===== src/sv/lis_pkg.sv =====
// Package for the longest increasing subsequence tracker.
// Holds the beat types of both channels and the sign-bias constant.
// No dependencies.
`default_nettype none

package lis_pkg;

	localparam int unsigned VALUE_W = 32;
	localparam int unsigned LEN_OUT_W = 11;

	localparam logic [VALUE_W-1:0] SIGN_BIAS = 32'h8000_0000;

	typedef struct packed {
		logic signed [VALUE_W-1:0] value;
		logic                      start_req;
	} item_t;

	typedef struct packed {
		logic [LEN_OUT_W-1:0] lis_length;
		logic                 overflow;
	} res_t;

endpackage

`default_nettype wire


===== src/sv/lis_ctrl.sv =====
// Sequencer for the tail store: last-tail check, binary search, write-back
// and the result register. Uses lis_pkg; drives lis_tails_ram.
`default_nettype none

module lis_ctrl #(
	parameter int unsigned MAX_LEN = 1024,
	localparam int unsigned AW = (MAX_LEN > 1) ? $clog2(MAX_LEN) : 1,
	localparam int unsigned LW = $clog2(MAX_LEN + 1)
) (
	input  wire logic           clk,
	input  wire logic           arst_n,
	input  wire logic           item_valid,
	output logic                item_ready,
	input  wire lis_pkg::item_t item,
	output logic                res_valid,
	input  wire logic           res_ready,
	output lis_pkg::res_t       res,
	output logic                wr_en,
	output logic [AW-1:0]       wr_addr,
	output logic [31:0]         wr_data,
	output logic                rd_en,
	output logic [AW-1:0]       rd_addr,
	input  wire logic [31:0]    rd_data
);

	import lis_pkg::*;

	typedef enum logic [1:0] {
		ST_IDLE,
		ST_LAST,
		ST_SRCH,
		ST_OUT
	} state_t;

	state_t               state_q;
	logic [VALUE_W-1:0]   key_q;
	logic [LW-1:0]        len_q;
	logic                 ovf_q;
	logic [AW-1:0]        lo_q;
	logic [AW-1:0]        hi_q;
	logic [AW-1:0]        mid_q;
	logic                 res_valid_q;
	res_t                 res_q;

	logic [VALUE_W-1:0]   key_in;
	logic [LW-1:0]        len_m1;
	logic                 first_item;
	logic                 is_full;
	logic                 above_last;
	logic [AW-1:0]        nlo;
	logic [AW-1:0]        nhi;
	logic [AW-1:0]        nmid;
	logic                 more;
	logic [LW+LEN_OUT_W-1:0] len_wide;

	assign key_in     = VALUE_W'(item.value) ^ SIGN_BIAS;
	assign len_m1     = len_q - LW'(1);
	assign first_item = item.start_req || (len_q == '0);
	assign is_full    = (len_q == LW'(MAX_LEN));
	assign above_last = key_q > rd_data;
	assign nmid       = nlo + ((nhi - nlo) >> 1);
	assign more       = nlo < nhi;
	assign len_wide   = {{LEN_OUT_W{1'b0}}, len_q};

	assign item_ready = (state_q == ST_IDLE);
	assign res_valid  = res_valid_q;
	assign res        = res_q;

	always_comb begin
		nlo = '0;
		nhi = len_m1[AW-1:0];
		if (state_q == ST_SRCH) begin
			nlo = lo_q;
			nhi = hi_q;
			if (rd_data < key_q) begin
				nlo = mid_q + AW'(1);
			end else begin
				nhi = mid_q;
			end
		end
	end

	always_comb begin
		wr_en   = 1'b0;
		wr_addr = '0;
		wr_data = key_q;
		rd_en   = 1'b0;
		rd_addr = '0;
		unique case (state_q)
			ST_IDLE: begin
				if (item_valid) begin
					if (first_item) begin
						wr_en   = 1'b1;
						wr_data = key_in;
					end else begin
						rd_en   = 1'b1;
						rd_addr = len_m1[AW-1:0];
					end
				end
			end
			ST_LAST, ST_SRCH: begin
				if (state_q == ST_LAST && above_last) begin
					wr_en   = !is_full;
					wr_addr = len_q[AW-1:0];
				end else if (more) begin
					rd_en   = 1'b1;
					rd_addr = nmid;
				end else begin
					wr_en   = 1'b1;
					wr_addr = nlo;
				end
			end
			ST_OUT: begin
			end
			default: begin
			end
		endcase
	end

	always_ff @(posedge clk or negedge arst_n) begin
		if (!arst_n) begin
			state_q     <= ST_IDLE;
			key_q       <= '0;
			len_q       <= '0;
			ovf_q       <= 1'b0;
			lo_q        <= '0;
			hi_q        <= '0;
			mid_q       <= '0;
			res_valid_q <= 1'b0;
			res_q       <= '0;
		end else begin
			if (res_valid_q && res_ready && state_q != ST_OUT) begin
				res_valid_q <= 1'b0;
			end
			unique case (state_q)
				ST_IDLE: begin
					if (item_valid) begin
						key_q <= key_in;
						if (item.start_req) begin
							ovf_q <= 1'b0;
						end
						if (first_item) begin
							len_q   <= LW'(1);
							state_q <= ST_OUT;
						end else begin
							state_q <= ST_LAST;
						end
					end
				end
				ST_LAST, ST_SRCH: begin
					if (state_q == ST_LAST && above_last) begin
						if (is_full) begin
							ovf_q <= 1'b1;
						end else begin
							len_q <= len_q + LW'(1);
						end
						state_q <= ST_OUT;
					end else if (more) begin
						lo_q    <= nlo;
						hi_q    <= nhi;
						mid_q   <= nmid;
						state_q <= ST_SRCH;
					end else begin
						state_q <= ST_OUT;
					end
				end
				ST_OUT: begin
					if (!res_valid_q || res_ready) begin
						res_q.lis_length <= len_wide[LEN_OUT_W-1:0];
						res_q.overflow   <= ovf_q;
						res_valid_q      <= 1'b1;
						state_q          <= ST_IDLE;
					end
				end
				default: begin
					state_q <= ST_IDLE;
				end
			endcase
		end
	end

	a_srch_after_read: assert property (@(posedge clk) disable iff (!arst_n)
		(state_q == ST_SRCH) |-> $past(rd_en))
		else $error("search step without a preceding read");

	a_len_bound: assert property (@(posedge clk) disable iff (!arst_n)
		len_q <= LW'(MAX_LEN))
		else $error("length beyond store depth");

	a_wr_in_range: assert property (@(posedge clk) disable iff (!arst_n)
		wr_en |-> (LW'(wr_addr) <= len_q))
		else $error("tail write past the end of the sequence");

	a_search_window: assert property (@(posedge clk) disable iff (!arst_n)
		(state_q == ST_SRCH) |-> (lo_q <= mid_q && mid_q < hi_q))
		else $error("search window broken");

	a_out_nonempty: assert property (@(posedge clk) disable iff (!arst_n)
		(state_q == ST_OUT) |-> (len_q != '0))
		else $error("result with empty sequence");

endmodule

`default_nettype wire


===== config.mk =====
export PLATFORM = sky130hd
export DESIGN_NAME = lis_ctrl
export DESIGN_NICKNAME = d
export VERILOG_FILES = /design/src/sv/lis_pkg.sv /design/src/sv/lis_ctrl.sv
export SDC_FILE = /design/constraint.sdc
export NUM_CORES = 1
export LEC_CHECK = 0
export BUFFER_PORTS_ARGS = -buffer_cell sky130_fd_sc_hd__buf_2
export CORE_MARGIN = 8
export CORE_UTILIZATION = 40
export DETAILED_ROUTE_END_ITERATION = 12
export GPL_ROUTABILITY_DRIVEN = 1
export GPL_TIMING_DRIVEN = 0
export SYNTH_ARGS = -nofsm -noshare
export SYNTH_HDL_FRONTEND = slang
export SYNTH_SLANG_ARGS = --single-unit

===== constraint.sdc =====
create_clock -name clk -period 14.25 [get_ports clk]
set_input_delay 1.425 -clock clk [delete_from_list [all_inputs] [get_ports clk]]
set_output_delay 1.425 -clock clk [all_outputs]
set_load 0.05 [all_outputs]

==> impl_metrics.csv <==
group,metric,value,unit
outcome,status,"completed",
synth,synth_edf_count,0,
detailed_routing,dr.pass1.iters,7,
floorplan,design.core.area,0.0159,mm2
cells_and_area,layout-drive-gt1-share,21.1,%
synth,ys_ff_latch,89,
grt,grt_use_total,18.7,%
floorplan,pin_count,137,
setup_path,timing.rr.end,"hi_q[9]",
sta,finalCritPeriodShare,60.3,%
detailed_routing,drc,0,
cts,clock_latency,0.35,ns
sta,tns,0,ns
sta,fin_skew,0.00745,ns
cts,clk_pin_slew,0.07,ns
floorplan,die_x,144,um
sta,rsz0062_at_grt,"no",
grt,grt_pass1_wl,30200,um
detailed_routing,routed_wl,18800,um
synth,syn_inst,793,
cells_and_area,finalNetCount,1072,
cts,cts_tree,"done",
sta,hold_violations,0,
min_path,worstHoldStart,"res[2]",
detailed_routing,dr_total_vias,5905,
cts,clock-root-buffer,"clkbuf_16",
synth,synth_top_cell_area_share,34.2,%
cells_and_area,multi_input_area,0.00386,mm2
synth,postSynth.asyncResetShare,100,%
place,port_buffers,136,
grt,grt_pass1_vias,5765,
cts,ctsResizeCount,0,
sta,clock.fmax,0.116,GHz
detailed_routing,top_layer_used,"met4",
cts,htreeDepth,3,
sta,slew_headroom,36.1,%
place,globalplace.congestion,0.881,
synth,ys_top_cells_by_count,"nand2_1 (159), o21ai_0 (100), dfrtp_1 (89)",
cells_and_area,area_growth,19.8,%
setup_path,r2r_cells,22,
synth,synth_ff_type,"dfrtp_1",
setup_path,startpoint,"rd_data[2]",
detailed_routing,route.met3.wl,1250,um
cts,cts_buffers,9,
detailed_routing,wl_met2,8500,um
setup_path,crit_end,"rd_addr[6]",
synth,syn_nets,924,
setup_path,critPathArrivalTime,7.17,ns
synth,yosysUniqueCellTypes,60,
detailed_routing,avgViaCountPerCell,5.08,
setup_path,rr_startpoint,"key_q[2]",
cells_and_area,n_antenna_cell,0,
detailed_routing,drtAntennaViolNets,0,
cts,max-clock-path-buffers,2,
synth,yosysTopAreaCell,"dfrtp_1",
floorplan,start_util,41.0,%
setup_path,cp-end-kind,"output pin",
sta,drv_slew,0,
floorplan,die_area,0.0206,mm2
cells_and_area,seq_area,0.00223,mm2
detailed_routing,dr.first_iter.drc_count,298,
setup_path,cp_max_fo,10,
sta,worst_pin_slew,0.954,ns
sta,layout_min_cycle_time,8.59,ns
detailed_routing,wire_per_inst,16.2,um
min_path,hold_path.class,"register to register",
synth,synth_area_leaders,"dfrtp_1 (34%), ha_1 (12%), nand2_1 (9.2%), o21ai_0 (7.7%), inv_1 (3.9%)",
synth,syn_area,0.00651,mm2
cells_and_area,layout.cells.non_filler,1162,
synth,synth.avg_cell_area,8.20,um2
setup_path,worstSetupPathType,"primary input to output pin",
cells_and_area,fill_cells,1626,
cts,hold_buffers,0,
grt,grt_max_degree,58,
place,place.detailed.hpwl,14900,um
setup_path,start_kind,"primary input",
floorplan,die_h,144,um
synth,seq_area_frac_synth,34.2,%
setup_path,required,12.82,ns
floorplan,row_count,46,
cells_and_area,post-route-util,49.1,%
grt,overflow,0,
run,maxCapViolCount,0,
synth,yosys_warnings,0,
grt,antenna_found_initial,0,
synth,yosysMostFrequentCell,"nand2_1",
setup_path,r2r_slack,8.43,ns
cts,clock-sinks,89,
sta,setup_viol,0,
detailed_routing,wl_met1,8880,um
cts,cts_setup_buffers,0,
place,dpl.cell_count,1146,
## worst max-delay path, cell delays in order
cell	delay, ns
buf_2	0.10
ha_1	0.28
nand2_1	0.05
o21ai_0	0.18
a31oi_1	0.13
o41a_1	0.48
o211ai_1	0.50
buf_2	0.34
nor2_1	0.05
o21ai_0	0.31
inv_1	0.15
ha_1	0.24
fa_1	0.40
nor2b_1	0.19
o31a_1	0.18
nor2_1	0.06
or2_2	0.28
a21oi_1	0.36
and3_1	0.20
buf_2	0.25
buf_2	0.32
nand2_1	0.11
a21oi_1	0.25
buf_2	0.32
## logic make-up after synthesis
| group | share of synthesized area, % |
|---|---|
| simple gates | 17.6 |
| compound gates | 18.8 |
| buf+inv | 6.38 |
| flops | 34.2 |
| fa+ha+maj | 12.2 |
| xor+xnor | 4.98 |
| mux | 5.79 |
## stage by stage
step           area, um2  setup slack (ns)  hold slack (ns)
3_3_place_gp        7460              5.68            0.458
6_report            7800              5.66            0.483
4_1_cts             7800              5.68            0.487
2_1_floorplan       6510              6.43            0.442
5_1_grt             7800              5.16            0.507
3_5_place_dp        7490              5.68            0.471
## layout by cell type, fill, tap and decap left out, types with 4 or more instances in the layout
cell type,netlist,routed
a211oi_2,4,4
a21oi_1,47,47
and3_1,4,4
buf_2,8,143
clkbuf_1,27,27
clkbuf_16,0,9
dfrtp_1,89,89
ha_1,60,60
inv_1,67,67
mux2_2,21,21
mux2i_1,14,14
nand2_1,159,159
nand3_1,12,12
nand4_1,8,8
nor2_1,42,42
nor2b_1,7,7
nor3_1,12,12
o211ai_1,9,9
o21ai_0,100,100
o22ai_1,11,11
xnor2_1,27,27
xor2_1,10,10
## layout make-up
cell class              instances  share of cell area [%]
repair buffers                137                    9.11
well taps                     216                    3.47
flip-flops and latches         89                    28.6
clock buffers                   9                    2.89
plain buffers                  38                    2.10
multi-input cells             599                    49.6
inverters                      67                    3.23
clock inverters                 7                    1.09
## worst min path at each step
stage	to	slack, ns	cells after the start
5_1_grt	lo_q[0]	0.51	2
3_3_place_gp	lo_q[1]	0.46	2
4_1_cts	lo_q[6]	0.49	2
6_report	res[2]	0.48	2
2_1_floorplan	lo_q[0]	0.44	2
3_5_place_dp	lo_q[6]	0.47	2
## metal layers
metal / GRT usage [%] / up-vias
met3: 4.11 / 11
li1: - / 3014
met2: 30.0 / 156
met1: 24.6 / 2724
met4: 5.59 / 0
met5: 0 / -
## sequential cells by signal, summed over array words and instances, names as in the netlist
signal and count:
hi_q 10, res_valid 1, state_q 2, mid_q 10
res 12, len_q 11, key_q 32, lo_q 10
ovf_q 1
Power is left out: the tool's default activity adds up to more than one toggle a clock period on the data nets, which glitch-free logic cannot reach.
